===== config.mk =====
export PLATFORM = sky130hd
export DESIGN_NAME = packbits_row_decoder_top_flat
export DESIGN_NICKNAME = d
export VERILOG_FILES = /design/src/rtl/pbrd_pkg.sv /design/src/rtl/pbrd_ifs.sv /design/src/rtl/pbrd_regs.sv /design/src/rtl/pbrd_decode.sv /design/src/rtl/packbits_row_decoder_top.sv /design/src/flat_wrapper.sv
export SDC_FILE = /design/constraint.sdc
export NUM_CORES = 1
export LEC_CHECK = 0
export BUFFER_PORTS_ARGS = -buffer_cell sky130_fd_sc_hd__buf_2
export CAP_MARGIN = 20
export CORE_MARGIN = 4
export CORE_UTILIZATION = 54
export CTS_BUF_LIST = sky130_fd_sc_hd__clkbuf_4 sky130_fd_sc_hd__clkbuf_8
export DETAILED_ROUTE_END_ITERATION = 7
export PLACE_DENSITY = 0.79
export SYNTH_ARGS = -nofsm -noshare
export SYNTH_HDL_FRONTEND = slang
export SYNTH_SLANG_ARGS = --single-unit

===== constraint.sdc =====
create_clock -name clk -period 8.4 [get_ports clk]
set_clock_uncertainty 0.2 [all_clocks]
set_input_delay 0.84 -clock clk [delete_from_list [all_inputs] [get_ports clk]]
set_output_delay 0.84 -clock clk [all_outputs]
set_load 0.02 [all_outputs]

===== src/rtl/pbrd_pkg.sv =====
// Package for the PackBits row decoder: field widths, register map and
// default dimensions. No dependencies; every other file imports it.
package pbrd_pkg;

    // Field widths of the byte and run words
    localparam int BYTE_W = 8;
    localparam int LEN_W  = 8;
    localparam int POS_W  = 11;

    // Configuration port
    localparam int CFG_W       = 12;
    localparam int APB_DATA_W  = 32;
    localparam int APB_ADDR_W  = 3;
    localparam int REG_INDEX_W = 1;

    // Register indexes (byte address = 4 * index)
    localparam logic [REG_INDEX_W-1:0] REG_IMAGE_WIDTH  = 1'b0;
    localparam logic [REG_INDEX_W-1:0] REG_IMAGE_HEIGHT = 1'b1;

    // Reset value of both dimension registers
    localparam logic [CFG_W-1:0] DIM_RESET = 12'd1;

    // Largest supported width or height
    localparam int MAX_DIM_DEFAULT = 2048;

    // PackBits header codes
    localparam logic [BYTE_W-1:0] LITERAL_HDR_MAX = 8'd127;
    localparam logic [BYTE_W:0]   REPEAT_BASE     = 9'd257;

endpackage


===== src/rtl/pbrd_ifs.sv =====
// Channel interfaces of the PackBits row decoder: compressed byte input
// and decoded run output. Depends on pbrd_pkg.
interface pbrd_byte_if;
    import pbrd_pkg::*;

    logic              valid;
    logic              ready;
    logic [BYTE_W-1:0] code_byte;
    logic              image_start;

    modport source (output valid, output code_byte, output image_start, input ready);
    modport sink   (input valid, input code_byte, input image_start, output ready);
endinterface

interface pbrd_run_if;
    import pbrd_pkg::*;

    logic              valid;
    logic              ready;
    logic [BYTE_W-1:0] pixel_value;
    logic [LEN_W-1:0]  run_length;
    logic [POS_W-1:0]  start_column;
    logic [POS_W-1:0]  start_row;
    logic              image_done;
    logic              overrun_error;

    modport source (output valid, output pixel_value, output run_length,
                    output start_column, output start_row, output image_done,
                    output overrun_error, input ready);
    modport sink   (input valid, input pixel_value, input run_length,
                    input start_column, input start_row, input image_done,
                    input overrun_error, output ready);
endinterface


===== src/rtl/pbrd_regs.sv =====
// APB-style register file for image width and height, with clamped copies
// for the decoder. Depends on pbrd_pkg.
module pbrd_regs #(
    parameter int MAX_DIM = pbrd_pkg::MAX_DIM_DEFAULT,
    parameter int DIM_W   = $clog2(MAX_DIM + 1)
) (
    input  logic                                clk,
    input  logic                                rst_n,
    input  logic                                psel,
    input  logic                                penable,
    input  logic                                pwrite,
    input  logic [pbrd_pkg::APB_ADDR_W-1:0]     paddr,
    input  logic [pbrd_pkg::APB_DATA_W-1:0]     pwdata,
    output logic [pbrd_pkg::APB_DATA_W-1:0]     prdata,
    output logic                                pready,
    output logic [DIM_W-1:0]                    width_eff,
    output logic [DIM_W-1:0]                    height_eff
);
    import pbrd_pkg::*;

    localparam int CW = (DIM_W > CFG_W) ? DIM_W : CFG_W;

    logic [CFG_W-1:0]       width_raw_reg;
    logic [CFG_W-1:0]       height_raw_reg;
    logic [DIM_W-1:0]       width_eff_reg;
    logic [DIM_W-1:0]       height_eff_reg;
    logic                   wr_en;
    logic [REG_INDEX_W-1:0] wr_index;
    logic [CFG_W-1:0]       wr_value;

    // Zero acts as one, anything above the maximum acts as the maximum
    function automatic logic [DIM_W-1:0] clamp_dim(input logic [CFG_W-1:0] v);
        logic [CW-1:0] ve;
        begin
            ve = CW'(v);
            if (v == '0)
                return DIM_W'(1);
            else if (ve > CW'(MAX_DIM))
                return DIM_W'(MAX_DIM);
            else
                return DIM_W'(ve);
        end
    endfunction

    assign wr_en    = psel && penable && pwrite;
    assign wr_index = paddr[2];
    assign wr_value = pwdata[CFG_W-1:0];

    // Hold raw and clamped register values
    always_ff @(posedge clk or negedge rst_n)
    begin
        if (!rst_n)
        begin
            width_raw_reg  <= DIM_RESET;
            height_raw_reg <= DIM_RESET;
            width_eff_reg  <= clamp_dim(DIM_RESET);
            height_eff_reg <= clamp_dim(DIM_RESET);
        end
        else if (wr_en)
        begin
            unique case (wr_index)
                REG_IMAGE_WIDTH:
                begin
                    width_raw_reg <= wr_value;
                    width_eff_reg <= clamp_dim(wr_value);
                end
                REG_IMAGE_HEIGHT:
                begin
                    height_raw_reg <= wr_value;
                    height_eff_reg <= clamp_dim(wr_value);
                end
                default:
                begin
                    width_raw_reg <= width_raw_reg;
                end
            endcase
        end
    end

    // Read back the raw values
    always_comb
    begin
        unique case (wr_index)
            REG_IMAGE_WIDTH:  prdata = APB_DATA_W'(width_raw_reg);
            REG_IMAGE_HEIGHT: prdata = APB_DATA_W'(height_raw_reg);
            default:          prdata = '0;
        endcase
    end

    assign pready     = 1'b1;
    assign width_eff  = width_eff_reg;
    assign height_eff = height_eff_reg;

endmodule


===== src/rtl/pbrd_decode.sv =====
// Decode datapath: input word register, PackBits phase and position state,
// and the result word register. Depends on pbrd_pkg and pbrd_ifs.
module pbrd_decode #(
    parameter int MAX_DIM = pbrd_pkg::MAX_DIM_DEFAULT,
    parameter int DIM_W   = $clog2(MAX_DIM + 1)
) (
    input  logic             clk,
    input  logic             rst_n,
    input  logic [DIM_W-1:0] width_eff,
    input  logic [DIM_W-1:0] height_eff,
    pbrd_byte_if.sink        byte_in,
    pbrd_run_if.source       run_out
);
    import pbrd_pkg::*;

    localparam int CMP_W = (DIM_W > LEN_W) ? DIM_W : LEN_W;
    localparam int PW    = (DIM_W > POS_W) ? DIM_W : POS_W;

    typedef enum logic [1:0] {PH_HEADER, PH_LITERAL, PH_REPEAT} phase_t;

    // Input word register
    logic              in_valid_reg;
    logic [BYTE_W-1:0] byte_reg;
    logic              start_reg;

    // Decoder state
    phase_t            phase_reg,   phase_next;
    logic [LEN_W-1:0]  lit_reg,     lit_next;
    logic [LEN_W-1:0]  rep_reg,     rep_next;
    logic [DIM_W-1:0]  col_reg,     col_next;
    logic [DIM_W-1:0]  row_reg,     row_next;
    logic              halted_reg,  halted_next;

    // Result word register
    logic              out_valid_reg;
    logic [BYTE_W-1:0] pixel_reg;
    logic [LEN_W-1:0]  len_reg,     len_next;
    logic [POS_W-1:0]  scol_reg,    scol_next;
    logic [POS_W-1:0]  srow_reg,    srow_next;
    logic              done_reg,    done_next;
    logic              err_reg,     err_next;
    logic              has_result;

    // State as seen by the current word after an image start
    phase_t            phase_eff;
    logic [LEN_W-1:0]  lit_eff;
    logic [LEN_W-1:0]  rep_eff;
    logic [DIM_W-1:0]  col_eff;
    logic [DIM_W-1:0]  row_eff;
    logic              halted_eff;

    logic              step_fire;
    logic              in_ready;
    logic [DIM_W-1:0]  space;
    logic [LEN_W-1:0]  want;
    logic              cut;
    logic [LEN_W-1:0]  len;
    logic [DIM_W-1:0]  col_sum;
    logic [DIM_W-1:0]  row_inc;
    logic              row_full;
    phase_t            phase_after;

    // Advance when the result register is free or being drained
    assign step_fire = in_valid_reg && (!out_valid_reg || run_out.ready);
    assign in_ready  = !in_valid_reg || step_fire;
    assign byte_in.ready = in_ready;

    // Load the input word register
    always_ff @(posedge clk or negedge rst_n)
    begin
        if (!rst_n)
        begin
            in_valid_reg <= 1'b0;
        end
        else if (in_ready)
        begin
            in_valid_reg <= byte_in.valid;
        end
    end

    always_ff @(posedge clk)
    begin
        if (in_ready && byte_in.valid)
        begin
            byte_reg  <= byte_in.code_byte;
            start_reg <= byte_in.image_start;
        end
    end

    // Apply image start to the state
    always_comb
    begin
        phase_eff  = start_reg ? PH_HEADER : phase_reg;
        lit_eff    = start_reg ? '0 : lit_reg;
        rep_eff    = start_reg ? '0 : rep_reg;
        col_eff    = start_reg ? '0 : col_reg;
        row_eff    = start_reg ? '0 : row_reg;
        halted_eff = start_reg ? 1'b0 : halted_reg;
    end

    // Run length and column arithmetic
    always_comb
    begin
        space    = width_eff - col_eff;
        want     = (phase_eff == PH_LITERAL) ? LEN_W'(1) : rep_eff;
        cut      = CMP_W'(want) > CMP_W'(space);
        len      = cut ? LEN_W'(space) : want;
        col_sum  = col_eff + DIM_W'(len);
        row_inc  = row_eff + DIM_W'(1);
        row_full = col_eff >= width_eff;
        if (phase_eff == PH_REPEAT || lit_eff == LEN_W'(1))
            phase_after = PH_HEADER;
        else
            phase_after = PH_LITERAL;
    end

    // Next state and result word
    always_comb
    begin
        phase_next  = phase_eff;
        lit_next    = lit_eff;
        rep_next    = rep_eff;
        col_next    = col_eff;
        row_next    = row_eff;
        halted_next = halted_eff;
        has_result  = 1'b0;
        len_next    = '0;
        scol_next   = '0;
        srow_next   = POS_W'(PW'(row_eff));
        done_next   = 1'b0;
        err_next    = 1'b0;

        if (!halted_eff)
        begin
            if (phase_eff == PH_HEADER)
            begin
                // Header: open a literal or a repeat
                if (byte_reg <= LITERAL_HDR_MAX)
                begin
                    phase_next = PH_LITERAL;
                    lit_next   = byte_reg + LEN_W'(1);
                end
                else
                begin
                    phase_next = PH_REPEAT;
                    rep_next   = LEN_W'(REPEAT_BASE - {1'b0, byte_reg});
                end
            end
            else if (row_full)
            begin
                // Row already full: refuse the data byte and stop
                has_result  = 1'b1;
                err_next    = 1'b1;
                halted_next = 1'b1;
            end
            else
            begin
                has_result = 1'b1;
                len_next   = len;
                scol_next  = POS_W'(PW'(col_eff));
                col_next   = col_sum;
                phase_next = phase_after;
                if (phase_eff == PH_LITERAL)
                    lit_next = lit_eff - LEN_W'(1);
                else
                    rep_next = '0;

                if (cut)
                begin
                    err_next    = 1'b1;
                    halted_next = 1'b1;
                end
                else if (phase_after == PH_HEADER && col_sum >= width_eff)
                begin
                    // Wrap to the next row, finish on the last one
                    col_next = '0;
                    row_next = row_inc;
                    if (row_inc >= height_eff)
                    begin
                        done_next   = 1'b1;
                        halted_next = 1'b1;
                    end
                end
            end
        end
    end

    // Hold decoder state and the result word
    always_ff @(posedge clk or negedge rst_n)
    begin
        if (!rst_n)
        begin
            phase_reg     <= PH_HEADER;
            lit_reg       <= '0;
            rep_reg       <= '0;
            col_reg       <= '0;
            row_reg       <= '0;
            halted_reg    <= 1'b0;
            out_valid_reg <= 1'b0;
        end
        else if (step_fire)
        begin
            phase_reg     <= phase_next;
            lit_reg       <= lit_next;
            rep_reg       <= rep_next;
            col_reg       <= col_next;
            row_reg       <= row_next;
            halted_reg    <= halted_next;
            out_valid_reg <= has_result;
        end
        else if (run_out.ready)
        begin
            out_valid_reg <= 1'b0;
        end
    end

    always_ff @(posedge clk)
    begin
        if (step_fire && has_result)
        begin
            pixel_reg <= byte_reg;
            len_reg   <= len_next;
            scol_reg  <= scol_next;
            srow_reg  <= srow_next;
            done_reg  <= done_next;
            err_reg   <= err_next;
        end
    end

    assign run_out.valid         = out_valid_reg;
    assign run_out.pixel_value   = pixel_reg;
    assign run_out.run_length    = len_reg;
    assign run_out.start_column  = scol_reg;
    assign run_out.start_row     = srow_reg;
    assign run_out.image_done    = done_reg;
    assign run_out.overrun_error = err_reg;

    // A finished or failed run leaves the decoder halted while it waits
    a_end_halts: assert property (@(posedge clk) disable iff (!rst_n)
        out_valid_reg && (done_reg || err_reg) |-> halted_reg)
        else $error("decoder not halted behind a final or failed run");

    // An overrun never completes the image
    a_err_not_done: assert property (@(posedge clk) disable iff (!rst_n)
        out_valid_reg && err_reg |-> !done_reg)
        else $error("run flagged both overrun and image done");

    // A zero-length run is only a refusal
    a_zero_len_err: assert property (@(posedge clk) disable iff (!rst_n)
        out_valid_reg && (len_reg == '0) |-> err_reg)
        else $error("zero-length run without overrun");

    // A halted decoder drops words without an image start
    a_halted_drops: assert property (@(posedge clk) disable iff (!rst_n)
        step_fire && halted_reg && !start_reg |=> !out_valid_reg)
        else $error("result produced while halted");

    // A literal in progress always has bytes left
    a_literal_left: assert property (@(posedge clk) disable iff (!rst_n)
        phase_reg == PH_LITERAL |-> lit_reg != '0)
        else $error("literal phase with no bytes left");

endmodule


===== src/rtl/packbits_row_decoder_top.sv =====
// PackBits row decoder: takes one compressed byte per cycle on byte_in while
// run_out drains and gives one run word on run_out for each data byte; header
// bytes, and every byte after an overrun or the last row until the next
// image start, give no word. Each byte passes an input register and then a
// result register before its run word is valid on run_out, and a new byte is
// taken every cycle while run_out drains; the column and row update is
// combinational. Image width and height are written over the APB port at
// byte addresses 0 and 4, by the user only while the decoder is idle; the
// block does not enforce it. Zero acts as one and values above MAX_DIM act as MAX_DIM.
// Depends on pbrd_pkg, pbrd_ifs, pbrd_regs and pbrd_decode.
module packbits_row_decoder_top #(
    parameter int MAX_DIM = pbrd_pkg::MAX_DIM_DEFAULT
) (
    input  logic                            clk,
    input  logic                            rst_n,
    input  logic                            psel,
    input  logic                            penable,
    input  logic                            pwrite,
    input  logic [pbrd_pkg::APB_ADDR_W-1:0] paddr,
    input  logic [pbrd_pkg::APB_DATA_W-1:0] pwdata,
    output logic [pbrd_pkg::APB_DATA_W-1:0] prdata,
    output logic                            pready,
    pbrd_byte_if.sink                       byte_in,
    pbrd_run_if.source                      run_out
);
    import pbrd_pkg::*;

    localparam int DIM_W = $clog2(MAX_DIM + 1);

    logic [DIM_W-1:0] width_eff;
    logic [DIM_W-1:0] height_eff;

    // Configuration registers
    pbrd_regs #(
        .MAX_DIM (MAX_DIM),
        .DIM_W   (DIM_W)
    ) u_regs (
        .clk        (clk),
        .rst_n      (rst_n),
        .psel       (psel),
        .penable    (penable),
        .pwrite     (pwrite),
        .paddr      (paddr),
        .pwdata     (pwdata),
        .prdata     (prdata),
        .pready     (pready),
        .width_eff  (width_eff),
        .height_eff (height_eff)
    );

    // Decode datapath
    pbrd_decode #(
        .MAX_DIM (MAX_DIM),
        .DIM_W   (DIM_W)
    ) u_decode (
        .clk        (clk),
        .rst_n      (rst_n),
        .width_eff  (width_eff),
        .height_eff (height_eff),
        .byte_in    (byte_in),
        .run_out    (run_out)
    );

endmodule

===== src/flat_wrapper.sv =====
// flat-port wrapper written by rule: the top's interface ports become plain ports
module packbits_row_decoder_top_flat import pbrd_pkg::*;
#(
    parameter int MAX_DIM = pbrd_pkg::MAX_DIM_DEFAULT
)
  (clk, rst_n, psel, penable, pwrite, paddr, pwdata, prdata, pready, byte_in_valid, byte_in_code_byte, byte_in_image_start, byte_in_ready, run_out_valid, run_out_pixel_value, run_out_run_length, run_out_start_column, run_out_start_row, run_out_image_done, run_out_overrun_error, run_out_ready);
  pbrd_byte_if byte_in_i ();
  pbrd_run_if run_out_i ();
  input  logic clk;
  input  logic rst_n;
  input  logic psel;
  input  logic penable;
  input  logic pwrite;
  input  logic [pbrd_pkg::APB_ADDR_W-1:0] paddr;
  input  logic [pbrd_pkg::APB_DATA_W-1:0] pwdata;
  output logic [pbrd_pkg::APB_DATA_W-1:0] prdata;
  output logic pready;
  input wire logic [$bits(byte_in_i.valid)-1:0] byte_in_valid;
  input wire logic [$bits(byte_in_i.code_byte)-1:0] byte_in_code_byte;
  input wire logic [$bits(byte_in_i.image_start)-1:0] byte_in_image_start;
  output wire logic [$bits(byte_in_i.ready)-1:0] byte_in_ready;
  output wire logic [$bits(run_out_i.valid)-1:0] run_out_valid;
  output wire logic [$bits(run_out_i.pixel_value)-1:0] run_out_pixel_value;
  output wire logic [$bits(run_out_i.run_length)-1:0] run_out_run_length;
  output wire logic [$bits(run_out_i.start_column)-1:0] run_out_start_column;
  output wire logic [$bits(run_out_i.start_row)-1:0] run_out_start_row;
  output wire logic [$bits(run_out_i.image_done)-1:0] run_out_image_done;
  output wire logic [$bits(run_out_i.overrun_error)-1:0] run_out_overrun_error;
  input wire logic [$bits(run_out_i.ready)-1:0] run_out_ready;
  assign byte_in_i.valid = byte_in_valid;
  assign byte_in_i.code_byte = byte_in_code_byte;
  assign byte_in_i.image_start = byte_in_image_start;
  assign byte_in_ready = byte_in_i.ready;
  assign run_out_valid = run_out_i.valid;
  assign run_out_pixel_value = run_out_i.pixel_value;
  assign run_out_run_length = run_out_i.run_length;
  assign run_out_start_column = run_out_i.start_column;
  assign run_out_start_row = run_out_i.start_row;
  assign run_out_image_done = run_out_i.image_done;
  assign run_out_overrun_error = run_out_i.overrun_error;
  assign run_out_i.ready = run_out_ready;
  packbits_row_decoder_top #(.MAX_DIM(MAX_DIM)) u_core (.clk(clk), .rst_n(rst_n), .psel(psel), .penable(penable), .pwrite(pwrite), .paddr(paddr), .pwdata(pwdata), .prdata(prdata), .pready(pready), .byte_in(byte_in_i), .run_out(run_out_i));
endmodule

; ---- Yosys cells after proc, flatten, opt, wreduce, memory -nomap -nowiden
; Index checks and enable logic that the tools add are counted.
[classes]
add_sub_neg = 6
order_cmp = 6
n_eq_ne = 3
n_mux = 48
bitwise = 1
reduce_logical = 20
[ops]
columns = cell, count
row1 = $mux W12, 14
row2 = $mux W8, 14
row3 = $pmux W32 S2, 1
row4 = $ge A12 B12 Y1, 3
row5 = $mux W1, 14
row6 = $add A12 B1 Y12 const B, 1
row7 = $add A12 B8 Y12, 1
row8 = $gt A12 B12 Y1 const B, 1
row9 = $gt A8 B12 Y1, 1
row10 = $logic_not A12 Y1, 1
row11 = $sub A12 B12 Y12, 1
row12 = $mux W2, 5
row13 = $add A8 B1 Y8 const B, 1
row14 = $eq A8 B1 Y1 const B, 1
row15 = $le A8 B7 Y1 const B, 1
row16 = $sub A1 B8 Y8 const A, 1
row17 = $sub A8 B1 Y8 const B, 1
row18 = $logic_and A1 B1 Y1, 6
row19 = $logic_not A2 Y1, 2
row20 = $reduce_and A2 Y1, 2
row21 = $reduce_or A4 Y1, 1
row22 = $logic_or A1 B1 Y1, 3
row23 = $reduce_or A3 Y1, 1
row24 = $eq A2 B1 Y1 const B, 1
row25 = other kinds (5), 6
[word_totals]
regBits = 142
input_bits = 51
output_inout_bits = 75
word_cells = 104

; ---- Depth between registers and ports, before layout
[depth]
ltp_word = 13
depth_mapped = 40

; ---- By module
; A second synthesis with hierarchy kept.
[hier_totals]
cells_unflattened = 889
hier_area_um2 = 8506.9
[modules_own_cells]
columns = mod, instances, cells_per_inst, area_each_um2, seq_area_each_um2
row1 = pbrd_decode, 1, 655, 6274.8, 2597.5
row2 = pbrd_regs, 1, 234, 2232.1, 1206.2

; ---- Least setup slack after synthesis
; Ideal clock, no wire load.
[synth_timing]
path_kind = reg-to-reg
start = reg u_core.u_decode.start_reg
end = reg u_core.u_decode.row_reg[4]
arrival_time_ps = 7546
required_time_ps = 8075
setup_slack_ps = 529
path_stages_with_launch = 38
cell_sequence = edfxtp_1 buf_2 inv_1 clkbuf_1 buf_1 nand2_1 fa_1 nand3_1 nand2_1 a21o_1 a21oi_1 xnor2_1 inv_1 ha_1 nand3_1 o31ai_1 o31ai_1 nor4_4 [... 2 more ...] inv_1 ha_1 a21o_1 a21oi_1 o21ai_0 o2111a_1 o311a_1 xnor2_1 nor2_1 ha_1 a21o_1 a211o_1 a31oi_1 or3_4 a31o_4 a211oi_4 nand2_4 mux2_4
[synth_between]
elab_chain_cells = 13
[synth_rtl]
columns = item, line_no
row1 = from (decl), pbrd_decode.sv:24  ; logic start_reg;
row2 = from (signal assigned), pbrd_decode.sv:86  ; start_reg <= byte_in.image_start;
row3 = branches (longest 4 deep; another with $sub A12 B12 Y12), n/a
row4 = $mux W8 *, pbrd_decode.sv:107  ; len = cut ? LEN_W'(space) : want;
row5 = via u_core.u_decode.len[1], pbrd_decode.sv:57  ; logic [LEN_W-1:0] len;
row6 = $add A12 B8 Y12 *, pbrd_decode.sv:108  ; col_sum = col_eff + DIM_W'(len);
row7 = $ge A12 B12 Y1 *, pbrd_decode.sv:173  ; else if (phase_after == PH_HEADER && col_sum >= width_eff)
row8 = $logic_and A1 B1 Y1 *, pbrd_decode.sv:173
row9 = $mux W12 *, pbrd_decode.sv:173
row10 = $mux W12 *, pbrd_decode.sv:168  ; if (cut)
row11 = $mux W12 *, pbrd_decode.sv:149  ; else if (row_full)
row12 = $mux W12 *, pbrd_decode.sv:135  ; if (phase_eff == PH_HEADER)
row13 = $mux W12 *, pbrd_decode.sv:133  ; if (!halted_eff)
row14 = to (signal assigned), pbrd_decode.sv:207  ; row_reg <= row_next;
row15 = to (decl), pbrd_decode.sv:31  ; logic [DIM_W-1:0] row_reg, row_next;
; Mark *: on every way through the listed nets, which the timed path passes.
; A chain may end at the register's enable or synchronous reset.

; ---- Worst setup path after layout
[layout_timing]
start = reg u_core.u_decode.start_reg
end = reg u_core.u_decode.row_reg[7]
[layout_lines]
columns = item, line_no
row1 = $mux W12 *, pbrd_decode.sv:96  ; col_eff = start_reg ? '0 : col_reg;
row2 = via u_core.u_decode.col_eff[0], pbrd_decode.sv:48  ; logic [DIM_W-1:0] col_eff;
row3 = $sub A12 B12 Y12 *, pbrd_decode.sv:104  ; space = width_eff - col_eff;
row4 = $gt A8 B12 Y1, pbrd_decode.sv:106  ; cut = CMP_W'(want) > CMP_W'(space);
row5 = $mux W8 *, pbrd_decode.sv:107
row6 = via u_core.u_decode.len[0], pbrd_decode.sv:57
row7 = $add A12 B8 Y12 *, pbrd_decode.sv:108
row8 = $ge A12 B12 Y1 *, pbrd_decode.sv:173
row9 = $logic_and A1 B1 Y1 *, pbrd_decode.sv:173
row10 = $mux W12 *, pbrd_decode.sv:173
row11 = $mux W12 *, pbrd_decode.sv:168
row12 = $mux W12 *, pbrd_decode.sv:149
row13 = $mux W12 *, pbrd_decode.sv:135
row14 = $mux W12 *, pbrd_decode.sv:133
; Mark *: on every way through the listed nets, which the timed path passes. The rest lies on a longest branch.

==> results_dict.tcl <==
set metrics [dict create \
    cts-htree-levels 4 \
    wl_um 19400 \
    seqPwrFrac_pct 37.6 \
    synth_area_leader_cell "dfrtp_1" \
    tritoncts "built" \
    hpwl_um 14100 \
    relSlewSlack_pct 42.9 \
    die-area_um2 18100 \
    status "complete, no violations" \
    drive_above_1_share_pct 20.6 \
    fmax_mhz 125 \
    startpoint "u_core.u_decode.start_reg" \
    synth_edf_count 49 \
    combPwrFrac_pct 37.3 \
    antenna_cells 0 \
    antenna_found_initial 0 \
    initial_core_util_pct 55.9 \
    r2r_start "u_core.u_decode.start_reg" \
    worstSetupEndpointType "flop" \
    pwr-share-clk_pct 25.0 \
    yosysSeqAreaShare_pct 44.1 \
    period_share_pct 95.3 \
    numCtsBuffers 17 \
    grt_max_degree 57 \
    io_pins 126 \
    place.port_buffers 82 \
    peakVddDrop_uv 175 \
    wl_per_cell_um 16.7 \
    async_reset_ff_share_pct 65.5 \
    synth_ff_type "dfrtp_1" \
    slowest_stage "edfxtp_1" \
    synthCells 856 \
    avgSynthCellArea_um2 10.1 \
    drt_iter0_drc 471 \
    min_period_ps 8010 \
    gp_congestion 0.897 \
    yosysWarnings 0 \
    worst_pin_slew_ps 855 \
    fp.dieH_um 134 \
    area_growth_pct 12.1 \
    hold_viol 0 \
    path_clk_slew_ps 80 \
    p_leak_nw 4.41 \
    tns_ps 0 \
    synth_common_cells "89 x dfrtp_1, 74 x nand2_1, 61 x ha_1, 59 x inv_1, 58 x nor2_1" \
    sw_frac_of_total_pct 37.5 \
    dr.pass1.iters 5 \
    fillerInstances 1280 \
    synth_seq_cells 142 \
    worstSetupStartpointType "flop" \
    core_um2 15400 \
    core.rowCount 45 \
    final_nets 1053 \
    hold_class "input port to async pin" \
    clk_latency_ps 460 \
    cts_sinks 142 \
    timing.final.max_slew_violations 0 \
    track_usage_pct 21.9 \
    power_density_nw_per_um2 265 \
    r2r_slack_ps 390 \
    cts.path.max_buffers 2 \
    drc_errors 0 \
    synth_area_um2 8620 \
    grt_pass1_wl_um 31400 \
    switchingPower_mw 0.962 \
    grt_pass1_vias 6409 \
    fp.dieW_um 134 \
    synth.most_common_cell "dfrtp_1" \
    ant_nets 0 \
    max_stage_delay_ps 520 \
    synth.top_cell.area_share_pct 25.8 \
    internal_power_mw 1.60 \
    critPathRequiredTime_ps 8530 \
    vias 6599 \
    fin_total_pwr_mw 2.56 \
    postCtsHoldBufs 0 \
    synth.area.top_cells "dfrtp_1 26%, edfxtp_1 17%, ha_1 8.8%, mux2_2 5.0%, nand2_1 3.2%" \
    ys_types 76 \
    max_cap_violations 0 \
    path_class "flop to flop" \
    cp_max_fo 7 \
    cts-root-buf "clkbuf_8" \
    setup_viol 0 \
    viasPerCell 5.67 \
    overflow 0 \
    worstPathArrival_ps 8140 \
]
[kinds of logic (layout without fill, tap and decap cells)]
family | Yosys count | after routing | synth area share (%)
AND/OR/NAND/NOR | 272 | 272 | 16.2
multiplexers | 47 | 47 | 6.31
buffers and inverters | 108 | 185 | 5.74
AO/OA/AOI/OAI | 190 | 190 | 15.0
flip-flops | 142 | 142 | 44.1
XOR/XNOR | 32 | 32 | 3.25
other | 2 | 21 | 0.0871
adder cells (fa/ha/maj) | 63 | 63 | 9.31
[area by class of cell]
cell class	count	area, µm²	area share [%]
clock buffer	20	256	2.65
tap	211	264	2.73
multi-input combinational	625	4410	45.7
sequential	142	3800	39.3
timing repair buffer	94	503	5.20
inverter	59	221	2.29
clock inverter	12	205	2.12
[final timing paths]
path	endpoint	cells past startpoint
worst min register to register	u_core.u_regs.height_eff[1]	2
worst max register to register	u_core.u_decode.row_reg[7]	36
min in group clk	u_core.u_regs.height_eff[1]	2
worst min-delay path	u_core.u_decode.lit_reg[3]	1
max in group asynchronous	u_core.u_regs.height_eff[4]	2
worst max-delay path	u_core.u_decode.row_reg[7]	36
[cells in the final DEF, fill, tap and decap left out, types with 5 or more instances in the layout]
cell,count
a211oi_1,7
a21o_1,12
a21oi_1,43
a22o_1,16
a31oi_1,6
and2_1,18
and3_1,10
buf_2,81
buf_4,13
bufinv_16,5
clkbuf_8,17
conb_1,21
dfrtp_1,89
edfxtp_1,49
ha_1,61
inv_1,58
mux2_2,38
mux2_4,5
nand2_1,73
nand2b_1,24
nand3_1,16
nand4_1,6
nor2_1,58
nor2b_1,18
nor3_1,20
o211ai_1,9
o21ai_0,49
o31ai_1,9
or3_1,5
xnor2_1,19
xor2_1,13
[through the flow]
step | setup WS, ps | hold WS (ps) | instances | cell area [µm²] | utilization, %
after global routing | -2.07 | 181 | 1163 | 9670 | 62.7
after global placement | 537 | 267 | 1131 | 9190 | 59.6
final | 393 | 161 | 1163 | 9670 | 62.7
after floorplan | 529 | 224 | 875 | 8700 | -
after CTS | 247 | 169 | 1163 | 9660 | 62.6
after detailed placement | 283 | 272 | 1131 | 9190 | 59.6
[critical path: cells and delay by family, from the launching register on]
family / cells / cell delay, ps
xor+xnor: 2 / 390
simple gates: 8 / 1400
compound gates: 14 / 2840
buf+inv: 6 / 650
fa+ha+maj: 6 / 1880
flops: 1 / 520
[routing by layer]
layer	GRT usage, %	part of all wire [%]	vias up
met5	0	0	-
met4	7.47	2.1	0
met3	3.60	6.2	33
met2	36.1	47	240
met1	29.4	44	3152
li1	-	-	3174
[power by group through the flow]
stage                     clock (mW)  combinational (mW)  sequential (mW)
final                          0.642               0.957            0.965
after global placement             0               0.919            0.970
after CTS                      0.650               0.952            0.963
after detailed placement           0               0.943            0.974
after floorplan                    0               0.696            0.976
after global routing           0.679                1.07            0.982
[timing repair]
| item | in CTS | in global routing |
|---|---|---|
| endpoints found under the setup margin | 0 | 26 |
| setup buffers | 0 | 0 |
| gates resized for setup | 0 | 6 |
Power figures use the tool's default switching activity.
